==> src/hw/rtl/tak_pkg.sv <==
// shared types, constants and key lookup for the text autotype key matrix
package tak_pkg;

  typedef enum logic [1:0] {
    ACT_LOAD = 2'd0,
    ACT_TICK = 2'd1,
    ACT_KEY  = 2'd2,
    ACT_READ = 2'd3
  } action_e;

  typedef enum logic {
    ST_IDLE = 1'b0,
    ST_EXEC = 1'b1
  } state_e;

  typedef struct packed {
    logic capture;
    logic execute;
  } cmd_t;

  typedef struct packed {
    logic       mapped;
    logic       shift;
    logic [7:0] key;
  } key_code_t;

  typedef struct packed {
    action_e    action;
    logic [7:0] text_char;
    logic [7:0] key_code;
    logic       key_down;
    logic       shift_held;
    logic [3:0] row_select;
  } item_t;

  typedef logic [15:0][7:0] matrix_t;

  localparam logic [7:0] SHIFT_KEY = 8'h25;
  localparam logic [7:0] CARET     = 8'h5e;

  localparam logic [7:0] LETTER_KEY [26] = '{
    8'h85, 8'h66, 8'h76, 8'h75, 8'h72, 8'h65, 8'h64, 8'h54, 8'h43, 8'h55, 8'h45, 8'h44, 8'h46,
    8'h56, 8'h42, 8'h33, 8'h83, 8'h62, 8'h74, 8'h63, 8'h52, 8'h67, 8'h73, 8'h77, 8'h53, 8'h87
  };

  localparam logic [7:0] DIGIT_KEY [10] = '{
    8'h40, 8'h80, 8'h81, 8'h71, 8'h70, 8'h61, 8'h60, 8'h51, 8'h50, 8'h41
  };

  function automatic key_code_t mk(logic shift, logic [7:0] key);
    key_code_t r;
    r.mapped = 1'b1;
    r.shift  = shift;
    r.key    = key;
    return r;
  endfunction

  // symbols and control codes, unmapped by default
  function automatic key_code_t sym_key(logic [7:0] c);
    key_code_t r;
    r = '0;
    case (c)
      8'd9:   r = mk(1'b0, 8'h84);
      8'd10:  r = mk(1'b0, 8'h06);
      8'd27:  r = mk(1'b0, 8'h82);
      8'd32:  r = mk(1'b0, 8'h57);
      8'd33:  r = mk(1'b1, 8'h80);
      8'd34:  r = mk(1'b1, 8'h81);
      8'd35:  r = mk(1'b1, 8'h71);
      8'd36:  r = mk(1'b1, 8'h70);
      8'd37:  r = mk(1'b1, 8'h61);
      8'd38:  r = mk(1'b1, 8'h60);
      8'd39:  r = mk(1'b1, 8'h51);
      8'd40:  r = mk(1'b1, 8'h50);
      8'd41:  r = mk(1'b1, 8'h41);
      8'd42:  r = mk(1'b1, 8'h35);
      8'd43:  r = mk(1'b1, 8'h34);
      8'd44:  r = mk(1'b0, 8'h47);
      8'd45:  r = mk(1'b0, 8'h31);
      8'd46:  r = mk(1'b0, 8'h07);
      8'd47:  r = mk(1'b0, 8'h36);
      8'd58:  r = mk(1'b0, 8'h35);
      8'd59:  r = mk(1'b0, 8'h34);
      8'd60:  r = mk(1'b1, 8'h47);
      8'd61:  r = mk(1'b1, 8'h31);
      8'd62:  r = mk(1'b1, 8'h37);
      8'd63:  r = mk(1'b1, 8'h36);
      8'd64:  r = mk(1'b0, 8'h32);
      8'd91:  r = mk(1'b0, 8'h21);
      8'd92:  r = mk(1'b0, 8'h26);
      8'd93:  r = mk(1'b0, 8'h23);
      8'd94:  r = mk(1'b0, 8'h30);
      8'd95:  r = mk(1'b1, 8'h40);
      8'd96:  r = mk(1'b1, 8'h26);
      8'd123: r = mk(1'b1, 8'h21);
      8'd124: r = mk(1'b1, 8'h32);
      8'd125: r = mk(1'b1, 8'h23);
      default: r = '0;
    endcase
    return r;
  endfunction

  function automatic key_code_t key_for(logic [7:0] c, logic az);
    key_code_t  r;
    logic [7:0] cc;
    logic [7:0] li;
    logic [7:0] di;
    r  = '0;
    cc = c;
    li = c - 8'h61;
    di = c - 8'h30;
    if (c >= 8'h61 && c <= 8'h7a) begin
      r = mk(1'b0, LETTER_KEY[li[4:0]]);
    end else if (c >= 8'h30 && c <= 8'h39) begin
      r = mk(az, DIGIT_KEY[di[3:0]]);
    end else if (az && c == 8'h4d) begin
      r = mk(1'b1, 8'h35);
    end else if (az && c == 8'h2a) begin
      r = mk(1'b1, 8'h46);
    end else if (az && c == 8'h22) begin
      r = mk(1'b0, 8'h71);
    end else if (az && c == 8'h23) begin
      r = mk(1'b1, 8'h81);
    end else begin
      if (az) begin
        case (c)
          8'h41:   cc = 8'h51;
          8'h51:   cc = 8'h41;
          8'h57:   cc = 8'h5a;
          8'h5a:   cc = 8'h57;
          default: cc = c;
        endcase
      end
      li = cc - 8'h41;
      if (cc >= 8'h41 && cc <= 8'h5a) begin
        r = mk(1'b1, LETTER_KEY[li[4:0]]);
      end else begin
        r = sym_key(cc);
      end
    end
    return r;
  endfunction

endpackage

==> src/hw/rtl/tak_in_if.sv <==
// input item channel
interface tak_in_if;
  logic       valid;
  logic       ready;
  logic [1:0] action;
  logic [7:0] text_char;
  logic [7:0] key_code;
  logic       key_down;
  logic       shift_held;
  logic [3:0] row_select;

  modport source (output valid, action, text_char, key_code, key_down, shift_held, row_select,
                  input ready);
  modport sink (input valid, action, text_char, key_code, key_down, shift_held, row_select,
                output ready);
endinterface

==> src/hw/rtl/tak_out_if.sv <==
// result item channel
interface tak_out_if;
  logic       valid;
  logic       ready;
  logic [7:0] row_data;
  logic       tape_start;
  logic       typing_active;

  modport source (output valid, row_data, tape_start, typing_active, input ready);
  modport sink (input valid, row_data, tape_start, typing_active, output ready);
endinterface

==> src/hw/rtl/tak_ctrl.sv <==
// controller state machine: accept, execute, output register handshake
module tak_ctrl (
  input  logic          clk_i,
  input  logic          rst_ni,
  input  logic          in_valid_i,
  output logic          in_ready_o,
  input  logic          out_ready_i,
  output logic          out_valid_o,
  output tak_pkg::cmd_t cmd_o
);

  tak_pkg::state_e state_q, state_d;
  logic            out_valid_q, out_valid_d;
  logic            out_free;

  assign out_free = !out_valid_q || out_ready_i;

  always_comb begin
    state_d = state_q;
    unique case (state_q)
      tak_pkg::ST_IDLE: begin
        if (in_valid_i) state_d = tak_pkg::ST_EXEC;
      end
      tak_pkg::ST_EXEC: begin
        if (out_free) state_d = tak_pkg::ST_IDLE;
      end
      default: state_d = tak_pkg::ST_IDLE;
    endcase
  end

  always_comb begin
    in_ready_o    = 1'b0;
    cmd_o.capture = 1'b0;
    cmd_o.execute = 1'b0;
    unique case (state_q)
      tak_pkg::ST_IDLE: begin
        in_ready_o    = 1'b1;
        cmd_o.capture = in_valid_i;
      end
      tak_pkg::ST_EXEC: begin
        cmd_o.execute = out_free;
      end
      default: ;
    endcase
  end

  always_comb begin
    out_valid_d = out_valid_q;
    if (cmd_o.execute) begin
      out_valid_d = 1'b1;
    end else if (out_ready_i) begin
      out_valid_d = 1'b0;
    end
  end

  always_ff @(posedge clk_i or negedge rst_ni) begin
    if (!rst_ni) begin
      state_q     <= tak_pkg::ST_IDLE;
      out_valid_q <= 1'b0;
    end else begin
      state_q     <= state_d;
      out_valid_q <= out_valid_d;
    end
  end

  assign out_valid_o = out_valid_q;

  // a result is never written over one still waiting
  a_no_overwrite: assert property (@(posedge clk_i) disable iff (!rst_ni)
    cmd_o.execute |-> (!out_valid_q || out_ready_i))
    else $error("result register overwritten");

  // every transfer in is followed by an execute cycle
  a_capture_exec: assert property (@(posedge clk_i) disable iff (!rst_ni)
    cmd_o.capture |=> state_q == tak_pkg::ST_EXEC)
    else $error("capture not followed by execute");

  // a new result appears only from an execute cycle
  a_valid_source: assert property (@(posedge clk_i) disable iff (!rst_ni)
    $rose(out_valid_q) |-> $past(cmd_o.execute))
    else $error("result valid without execute");

endmodule

==> src/hw/rtl/tak_datapath.sv <==
// datapath: text store, pointers, held key, key matrix and result register
module tak_datapath #(
  parameter int unsigned TEXT_DEPTH = 256
) (
  input  logic          clk_i,
  input  logic          rst_ni,
  input  tak_pkg::cmd_t cmd_i,
  input  logic          layout_we_i,
  input  logic          layout_wdata_i,
  input  logic [1:0]    action_i,
  input  logic [7:0]    text_char_i,
  input  logic [7:0]    key_code_i,
  input  logic          key_down_i,
  input  logic          shift_held_i,
  input  logic [3:0]    row_select_i,
  output logic [7:0]    row_data_o,
  output logic          tape_start_o,
  output logic          typing_active_o
);

  localparam int unsigned AW = $clog2(TEXT_DEPTH);
  localparam logic [AW-1:0] LAST = AW'(TEXT_DEPTH - 1);

  logic [7:0]       mem_q [TEXT_DEPTH];
  logic [7:0]       rdata_q;
  tak_pkg::item_t   item_q;
  logic [AW-1:0]    load_ptr_q, load_ptr_d;
  logic [AW-1:0]    type_ptr_q, type_ptr_d;
  logic [7:0]       held_q, held_d;
  logic             typing_q, typing_d;
  logic             layout_q;
  tak_pkg::matrix_t matrix_q, matrix_d;
  logic             mem_we;
  logic             tape;
  logic [7:0]       row_q;
  logic             tape_q;
  logic             active_q;

  function automatic logic [AW-1:0] ptr_inc(logic [AW-1:0] p);
    return (p == LAST) ? '0 : p + 1'b1;
  endfunction

  function automatic tak_pkg::matrix_t set_key(tak_pkg::matrix_t m, logic [7:0] key,
                                               logic down);
    tak_pkg::matrix_t r;
    r = m;
    for (int i = 0; i < 16; i++) begin
      if (key[7:4] == 4'(i)) r[i][key[2:0]] = !down;
    end
    return r;
  endfunction

  function automatic tak_pkg::matrix_t apply_code(tak_pkg::matrix_t m,
                                                  tak_pkg::key_code_t code, logic down);
    tak_pkg::matrix_t r;
    r = m;
    if (code.mapped) begin
      if (code.shift) r = set_key(r, tak_pkg::SHIFT_KEY, down);
      r = set_key(r, code.key, down);
    end
    return r;
  endfunction

  // item capture and text store read
  always_ff @(posedge clk_i) begin
    if (cmd_i.capture) begin
      item_q.action     <= tak_pkg::action_e'(action_i);
      item_q.text_char  <= text_char_i;
      item_q.key_code   <= key_code_i;
      item_q.key_down   <= key_down_i;
      item_q.shift_held <= shift_held_i;
      item_q.row_select <= row_select_i;
      rdata_q           <= mem_q[type_ptr_q];
    end
    if (mem_we) mem_q[load_ptr_q] <= item_q.text_char;
  end

  always_comb begin
    load_ptr_d = load_ptr_q;
    type_ptr_d = type_ptr_q;
    held_d     = held_q;
    typing_d   = typing_q;
    matrix_d   = matrix_q;
    mem_we     = 1'b0;
    tape       = 1'b0;
    if (cmd_i.execute) begin
      unique case (item_q.action)
        tak_pkg::ACT_LOAD: begin
          mem_we     = 1'b1;
          load_ptr_d = ptr_inc(load_ptr_q);
          if (item_q.text_char == 8'h00) begin
            load_ptr_d = '0;
            type_ptr_d = '0;
            typing_d   = 1'b1;
          end
        end
        tak_pkg::ACT_TICK: begin
          if (typing_q) begin
            if (rdata_q == tak_pkg::CARET) begin
              type_ptr_d = ptr_inc(type_ptr_q);
              tape       = 1'b1;
            end else if (rdata_q != 8'h00 && held_q == 8'h00) begin
              matrix_d = apply_code(matrix_q, tak_pkg::key_for(rdata_q, layout_q), 1'b1);
              held_d   = rdata_q;
            end else if (rdata_q != 8'h00) begin
              matrix_d   = apply_code(matrix_q, tak_pkg::key_for(held_q, layout_q), 1'b0);
              held_d     = 8'h00;
              type_ptr_d = ptr_inc(type_ptr_q);
            end else begin
              typing_d = 1'b0;
              matrix_d = '1;
            end
          end
        end
        tak_pkg::ACT_KEY: begin
          if (item_q.shift_held) begin
            matrix_d = set_key(matrix_d, tak_pkg::SHIFT_KEY, item_q.key_down);
          end
          matrix_d = set_key(matrix_d, item_q.key_code, item_q.key_down);
        end
        tak_pkg::ACT_READ: ;
        default: ;
      endcase
    end
  end

  always_ff @(posedge clk_i or negedge rst_ni) begin
    if (!rst_ni) begin
      load_ptr_q <= '0;
      type_ptr_q <= '0;
      held_q     <= 8'h00;
      typing_q   <= 1'b0;
      matrix_q   <= '1;
      layout_q   <= 1'b0;
    end else begin
      load_ptr_q <= load_ptr_d;
      type_ptr_q <= type_ptr_d;
      held_q     <= held_d;
      typing_q   <= typing_d;
      matrix_q   <= matrix_d;
      if (layout_we_i) layout_q <= layout_wdata_i;
    end
  end

  // result register
  always_ff @(posedge clk_i) begin
    if (cmd_i.execute) begin
      row_q    <= matrix_d[item_q.row_select];
      tape_q   <= tape;
      active_q <= typing_d;
    end
  end

  assign row_data_o      = row_q;
  assign tape_start_o    = tape_q;
  assign typing_active_o = active_q;

  // end of text releases every key
  a_end_clears: assert property (@(posedge clk_i) disable iff (!rst_ni)
    $fell(typing_q) |-> matrix_q == '1)
    else $error("matrix not cleared at end of text");

  // a caret skip happens only while typing
  a_tape_typing: assert property (@(posedge clk_i) disable iff (!rst_ni)
    tape |-> (typing_q && typing_d))
    else $error("tape pulse outside typing");

  // pointers stay inside the store
  a_ptr_range: assert property (@(posedge clk_i) disable iff (!rst_ni)
    (load_ptr_q <= LAST) && (type_ptr_q <= LAST))
    else $error("pointer out of range");

endmodule

==> src/hw/rtl/text_autotype_key_matrix.sv <==
// top level: text autotype into a 16x8 active-low key matrix
//
//   port            dir   kind        contents
//   in_i            in    valid/ready action, text_char, key_code, key_down, shift_held,
//                                     row_select
//   out_o           out   valid/ready row_data, tape_start, typing_active
//   layout_we_i     in    write       layout_mode register, data on layout_wdata_i
//
// for every item, the transfer cycle reads the text store at the type pointer;
// the execute cycle then updates the matrix and loads the result register.
// a new item is taken while the previous result waits in the result register;
// the execute cycle stalls while that register is full and not taken.
// reset clears pointers, held key, typing flag, layout and the matrix; the text
// store gets no clearing pass.
module text_autotype_key_matrix #(
  parameter int unsigned TEXT_DEPTH = 256
) (
  input  logic     clk_i,
  input  logic     rst_ni,
  input  logic     layout_we_i,
  input  logic     layout_wdata_i,
  tak_in_if.sink   in_i,
  tak_out_if.source out_o
);

  tak_pkg::cmd_t cmd;

  tak_ctrl u_ctrl (
    .clk_i       (clk_i),
    .rst_ni      (rst_ni),
    .in_valid_i  (in_i.valid),
    .in_ready_o  (in_i.ready),
    .out_ready_i (out_o.ready),
    .out_valid_o (out_o.valid),
    .cmd_o       (cmd)
  );

  tak_datapath #(
    .TEXT_DEPTH (TEXT_DEPTH)
  ) u_datapath (
    .clk_i           (clk_i),
    .rst_ni          (rst_ni),
    .cmd_i           (cmd),
    .layout_we_i     (layout_we_i),
    .layout_wdata_i  (layout_wdata_i),
    .action_i        (in_i.action),
    .text_char_i     (in_i.text_char),
    .key_code_i      (in_i.key_code),
    .key_down_i      (in_i.key_down),
    .shift_held_i    (in_i.shift_held),
    .row_select_i    (in_i.row_select),
    .row_data_o      (out_o.row_data),
    .tape_start_o    (out_o.tape_start),
    .typing_active_o (out_o.typing_active)
  );

endmodule
==> src/flat_wrapper.sv <==
// flat-port wrapper written by rule: the top's interface ports become plain ports
module text_autotype_key_matrix_flat 
#(
  parameter int unsigned TEXT_DEPTH = 256
)
  (clk_i, rst_ni, layout_we_i, layout_wdata_i, in_i_valid, in_i_action, in_i_text_char, in_i_key_code, in_i_key_down, in_i_shift_held, in_i_row_select, in_i_ready, out_o_valid, out_o_row_data, out_o_tape_start, out_o_typing_active, out_o_ready);
  tak_in_if in_i_i ();
  tak_out_if out_o_i ();
  input  logic clk_i;
  input  logic rst_ni;
  input  logic layout_we_i;
  input  logic layout_wdata_i;
  input wire logic [$bits(in_i_i.valid)-1:0] in_i_valid;
  input wire logic [$bits(in_i_i.action)-1:0] in_i_action;
  input wire logic [$bits(in_i_i.text_char)-1:0] in_i_text_char;
  input wire logic [$bits(in_i_i.key_code)-1:0] in_i_key_code;
  input wire logic [$bits(in_i_i.key_down)-1:0] in_i_key_down;
  input wire logic [$bits(in_i_i.shift_held)-1:0] in_i_shift_held;
  input wire logic [$bits(in_i_i.row_select)-1:0] in_i_row_select;
  output wire logic [$bits(in_i_i.ready)-1:0] in_i_ready;
  output wire logic [$bits(out_o_i.valid)-1:0] out_o_valid;
  output wire logic [$bits(out_o_i.row_data)-1:0] out_o_row_data;
  output wire logic [$bits(out_o_i.tape_start)-1:0] out_o_tape_start;
  output wire logic [$bits(out_o_i.typing_active)-1:0] out_o_typing_active;
  input wire logic [$bits(out_o_i.ready)-1:0] out_o_ready;
  assign in_i_i.valid = in_i_valid;
  assign in_i_i.action = in_i_action;
  assign in_i_i.text_char = in_i_text_char;
  assign in_i_i.key_code = in_i_key_code;
  assign in_i_i.key_down = in_i_key_down;
  assign in_i_i.shift_held = in_i_shift_held;
  assign in_i_i.row_select = in_i_row_select;
  assign in_i_ready = in_i_i.ready;
  assign out_o_valid = out_o_i.valid;
  assign out_o_row_data = out_o_i.row_data;
  assign out_o_tape_start = out_o_i.tape_start;
  assign out_o_typing_active = out_o_i.typing_active;
  assign out_o_i.ready = out_o_ready;
  text_autotype_key_matrix #(.TEXT_DEPTH(TEXT_DEPTH)) u_core (.clk_i(clk_i), .rst_ni(rst_ni), .layout_we_i(layout_we_i), .layout_wdata_i(layout_wdata_i), .in_i(in_i_i), .out_o(out_o_i));
endmodule
==> config.mk <==
export PLATFORM = sky130hd
export DESIGN_NAME = text_autotype_key_matrix_flat
export DESIGN_NICKNAME = d
export VERILOG_FILES = /design/src/hw/rtl/tak_pkg.sv /design/src/hw/rtl/tak_in_if.sv /design/src/hw/rtl/tak_out_if.sv /design/src/hw/rtl/tak_ctrl.sv /design/src/hw/rtl/tak_datapath.sv /design/src/hw/rtl/text_autotype_key_matrix.sv /design/src/flat_wrapper.sv
export SDC_FILE = /design/constraint.sdc
export NUM_CORES = 2
export LEC_CHECK = 0
export BUFFER_PORTS_ARGS = -buffer_cell sky130_fd_sc_hd__buf_2
export CORE_UTILIZATION = 50
export DETAILED_ROUTE_END_ITERATION = 10
export PLACE_DENSITY_LB_ADDON = 0.2
export SLEW_MARGIN = 20
export SYNTH_ARGS = -nofsm -noshare
export SYNTH_HDL_FRONTEND = slang
export SYNTH_HIERARCHICAL = 1
export SYNTH_MEMORY_MAX_BITS = 65536
export SYNTH_SLANG_ARGS = --single-unit
==> constraint.sdc <==
create_clock -name clk_i -period 6.4 [get_ports clk_i]
set_input_delay 0.96 -clock clk_i [delete_from_list [all_inputs] [get_ports clk_i]]
set_output_delay 0.96 -clock clk_i [all_outputs]
set_load 0.01 [all_outputs]
==> qor.yml <==
rsz0062_at_grt: "no"
synth.distinct_cells: 128
worstPathBufferInverterCount: 2
dr.pass1.iters: 8
setup_viol: 0
worst_r2r_endpoint: "u_core/u_datapath/row_data_o[3]"
number_of_synthesized_flops_with_an_enable_pin: 2089
timing.critical_path.arrival_ns: 6.79
max_freq_mhz: 162
cts-buffers-inserted: 222
cts.htree.levels: 4
wire_per_inst_um: 32.1
ioPinCount: 42
cts_root_buffer: "sky130_fd_sc_hd__clkbuf_16"
report.final.hold_viol_count: 0
critical-path-top-delay-family: "compound AO/OA/AOI/OAI gates"
drcViolationCount: 0
post_dp_area_um2: 103000
routed_via_density: 6.68
vias_in_the_first_global_route: 57200
path_cells: "ha_1, nand3_1, a211oi_2, o21ai_1, buf_4, ha_1, inv_1, a21oi_1, o211ai_2, a211oi_1, o2bb2ai_1, a2111o_1, a21oi_2, nand3_1, o31ai_1, a211oi_1, a221o_1, a221o_1, o211a_1"
antenna_found_initial: 8
drt.antenna.violating_nets: 0
place_congestion: 0.996
fp.dieArea_um2: 199000
die_height_um: 446
place.detailed.instances: 8291
min_period_ns: 6.17
detail_route.iter0.violations: 7191
asyncSetResetFlopFracSynth_pct: 6.95
cts_num_sinks: 2245
layout.core_utilization_pct: 56.2
num-nets-final: 5968
layout.cell_area.non_filler_um2: 110000
top_signal_layer_used: "met5"
postSynthRegisterBits: 2245
largest_net_degree_at_the_start_of_global_routing: 199
worst_skew_pair.late_latency_ns: 0.90
r2r_cells: 19
wl_met2_um: 134000
placeableCoreArea_um2: 195000
drive_above_1_share_pct: 25.4
cts_tree: "built"
total_power_divided_by_cell_area_nw_per_um2: 331
leakage_nw: 33.4
timing.rr.start: "u_core/u_datapath/rdata_q[1]"
slew_viol_final: 0
post_synthesis_cell_area_um2: 98600
crit_type: "reg2reg"
dr_total_vias: 58200
met3_wirelength_um: 22500
result_of_the_run: "complete, no violations"
timing.hold.worst.class: "in2async"
grt_first_pass_wirelength_um: 407000
vdd_ir_drop_max_v: 0.000320
dieWidth_um: 446
max_cap_violations: 0
crit_path_max_fanout: 11
timing_worst_slew_pin_value_ns: 1.19
synth_seq_area_share_pct: 67.8
r2r_setup_slack_ns: 0.23
instances_no_fill: 8714
synth.net_count: 5885
syn_avg_cell_area_um2: 17.0
power.total_mw: 36.3
cts_max_path_buffers: 3
timing.critical_path.from_type: "flop"
netlist_instances: 5813
layout_setup_ws_ns: 0.233
clkTransAtPathRegs_ns: 0.07
portBuffers: 40
rows: 162
timing.final.crit_share_pct: 96.4
worstPathRequired_ns: 7.03
maxSlewHeadroom_pct: 20.7
global_route.overflow_total: 0
hold-worst-slack_ns: 0.0723
initial_util_pct: 50.5
relative_area_change_from_synthesis_to_final_layout_pct: 11.3
wl_met1_um: 112000
grt_util_all_layers_pct: 28.2
post-place-ws_ns: 0.234
detailedPlacementHpwl_um: 174000
synth_ff_type: "sky130_fd_sc_hd__edfxtp_1"
final.setup_skew_ns: 0.0726
routed_wirelength_um: 280000
critical_path.max_stage_delay_ns: 0.58
fin_setup_tns_ns: 0
crit_path_end_kind: "flop"
yosysWarningCount: 6
cp_max_stage_cell: "sky130_fd_sc_hd__edfxtp_1"
==> Yosys cell counts, types with 14 or more instances <==
cell | number | share of area (%)
sky130_fd_sc_hd__a211o_1 | 16 | 0.14
sky130_fd_sc_hd__a31oi_1 | 46 | 0.29
sky130_fd_sc_hd__o211a_1 | 14 | 0.14
sky130_fd_sc_hd__o22ai_1 | 14 | 0.089
sky130_fd_sc_hd__or3_1 | 25 | 0.16
sky130_fd_sc_hd__nor4_1 | 29 | 0.18
sky130_fd_sc_hd__and2_1 | 24 | 0.15
sky130_fd_sc_hd__o21ai_1 | 15 | 0.076
sky130_fd_sc_hd__nor3_1 | 60 | 0.30
sky130_fd_sc_hd__buf_2 | 39 | 0.20
sky130_fd_sc_hd__a221oi_1 | 15 | 0.13
sky130_fd_sc_hd__o21ai_0 | 312 | 1.6
sky130_fd_sc_hd__nand2_1 | 262 | 1.0
sky130_fd_sc_hd__nand4_1 | 42 | 0.27
sky130_fd_sc_hd__inv_1 | 42 | 0.16
sky130_fd_sc_hd__nor2b_1 | 25 | 0.16
sky130_fd_sc_hd__nand3_1 | 107 | 0.54
sky130_fd_sc_hd__buf_4 | 14 | 0.11
sky130_fd_sc_hd__a211oi_1 | 41 | 0.31
sky130_fd_sc_hd__nor2_1 | 465 | 1.8
sky130_fd_sc_hd__a21boi_0 | 14 | 0.11
sky130_fd_sc_hd__buf_1 | 61 | 0.23
sky130_fd_sc_hd__o211ai_1 | 51 | 0.39
sky130_fd_sc_hd__clkbuf_1 | 314 | 1.2
sky130_fd_sc_hd__dfrtp_1 | 28 | 0.71
sky130_fd_sc_hd__ha_1 | 42 | 0.53
sky130_fd_sc_hd__nand2b_1 | 24 | 0.15
sky130_fd_sc_hd__a22oi_1 | 49 | 0.37
sky130_fd_sc_hd__o31ai_1 | 97 | 0.74
sky130_fd_sc_hd__a21oi_1 | 157 | 0.80
sky130_fd_sc_hd__dfstp_2 | 128 | 3.4
sky130_fd_sc_hd__o2111ai_1 | 21 | 0.19
sky130_fd_sc_hd__mux4_2 | 684 | 16
sky130_fd_sc_hd__a311oi_1 | 24 | 0.21
sky130_fd_sc_hd__o311ai_0 | 20 | 0.18
sky130_fd_sc_hd__edfxtp_1 | 2089 | 64
sky130_fd_sc_hd__and3_1 | 29 | 0.18
==> worst register-to-register path, stage by stage (launching register included) <==
cell and delay (ns):
sky130_fd_sc_hd__edfxtp_1 0.58, sky130_fd_sc_hd__ha_1 0.43, sky130_fd_sc_hd__nand3_1 0.16, sky130_fd_sc_hd__a211oi_2 0.30
sky130_fd_sc_hd__o21ai_1 0.12, sky130_fd_sc_hd__buf_4 0.17, sky130_fd_sc_hd__ha_1 0.22, sky130_fd_sc_hd__inv_1 0.25
sky130_fd_sc_hd__a21oi_1 0.09, sky130_fd_sc_hd__o211ai_2 0.41, sky130_fd_sc_hd__a211oi_1 0.18, sky130_fd_sc_hd__o2bb2ai_1 0.20
sky130_fd_sc_hd__a2111o_1 0.49, sky130_fd_sc_hd__a21oi_2 0.44, sky130_fd_sc_hd__nand3_1 0.43, sky130_fd_sc_hd__o31ai_1 0.36
sky130_fd_sc_hd__a211oi_1 0.15, sky130_fd_sc_hd__a221o_1 0.35, sky130_fd_sc_hd__a221o_1 0.33, sky130_fd_sc_hd__o211a_1 0.30
==> flip-flops by register name, summed over array words and instances, names as in the netlist, 8 cells and up <==
name	count
u_core/u_datapath/mem_q	2048
u_core/u_datapath/matrix_q	128
u_core/u_datapath/item_q	23
u_core/u_datapath/held_q	8
u_core/u_datapath/load_ptr_q	8
u_core/u_datapath/rdata_q	8
u_core/u_datapath/row_data_o	8
u_core/u_datapath/type_ptr_q	8
==> cell families after synthesis <==
kind of cell	synth area share, %
xor+xnor	0.0888
compound gates	7.83
buf+inv	1.97
mux	15.8
flops	67.8
fa+ha+maj	0.533
simple gates	6.05
==> worst max-delay path by stage <==
stage	endpoint	start	cells past startpoint	slack, ns
floorplan	u_core/u_datapath/row_data_o[5]	u_core/u_datapath/rdata_q[1]	22	0.60
global placement	u_core/u_datapath/row_data_o[7]	u_core/u_datapath/held_q[1]	20	0.35
global route	u_core/u_datapath/row_data_o[3]	u_core/u_datapath/rdata_q[0]	20	0.002
detailed placement	u_core/u_datapath/row_data_o[3]	u_core/u_datapath/rdata_q[0]	20	0.23
finish	u_core/u_datapath/row_data_o[3]	u_core/u_datapath/rdata_q[1]	19	0.23
CTS	u_core/u_datapath/row_data_o[3]	u_core/u_datapath/rdata_q[0]	20	0.23
==> what timing repair did <==
item,CTS,global route
endpoints found under the setup margin,0,7
setup buffers,0,5
gates resized for setup,0,4
hold buffers,0,0
==> layout by cell type, fill, tap and decap left out, types with 46 or more instances in the layout <==
master	n
sky130_fd_sc_hd__a21oi_1	155
sky130_fd_sc_hd__a22oi_1	49
sky130_fd_sc_hd__a31oi_1	46
sky130_fd_sc_hd__buf_4	229
sky130_fd_sc_hd__clkbuf_1	57
sky130_fd_sc_hd__clkbuf_16	224
sky130_fd_sc_hd__clkinv_1	59
sky130_fd_sc_hd__dfstp_2	128
sky130_fd_sc_hd__edfxtp_1	2089
sky130_fd_sc_hd__mux4_2	684
sky130_fd_sc_hd__nand2_1	257
sky130_fd_sc_hd__nand3_1	95
sky130_fd_sc_hd__nor2_1	462
sky130_fd_sc_hd__nor3_1	60
sky130_fd_sc_hd__o211ai_1	51
sky130_fd_sc_hd__o21ai_0	312
sky130_fd_sc_hd__o31ai_1	97
==> per-layer routing <==
metal / up-vias / global-route usage (%)
li1: 24200 / -
met1: 30500 / 39.7
met2: 2842 / 44.5
met3: 624 / 4.95
met4: 6 / 9.81
met5: - / 0
==> report_power, final <==
group          internal (mW)  total [mW]  switching [mW]  leakage, nW
Combinational           2.84        6.70            3.87         9.48
Clock                   7.16        12.7            5.55         3.44
Sequential              16.6        16.9           0.332         20.5
==> layout make-up <==
| class | count | area, µm² |
|---|---|---|
| inverter | 52 | 195 |
| tap | 2624 | 3280 |
| sequential | 2245 | 66800 |
| antenna | 3 | 7.51 |
| fill | 15000 | 85700 |
| timing repair buffer | 291 | 2370 |
| multi-input combinational | 3084 | 30000 |
| clock inverter | 128 | 1170 |
| clock buffer | 287 | 5900 |
Note: power is estimated with default switching activity, not from simulation.
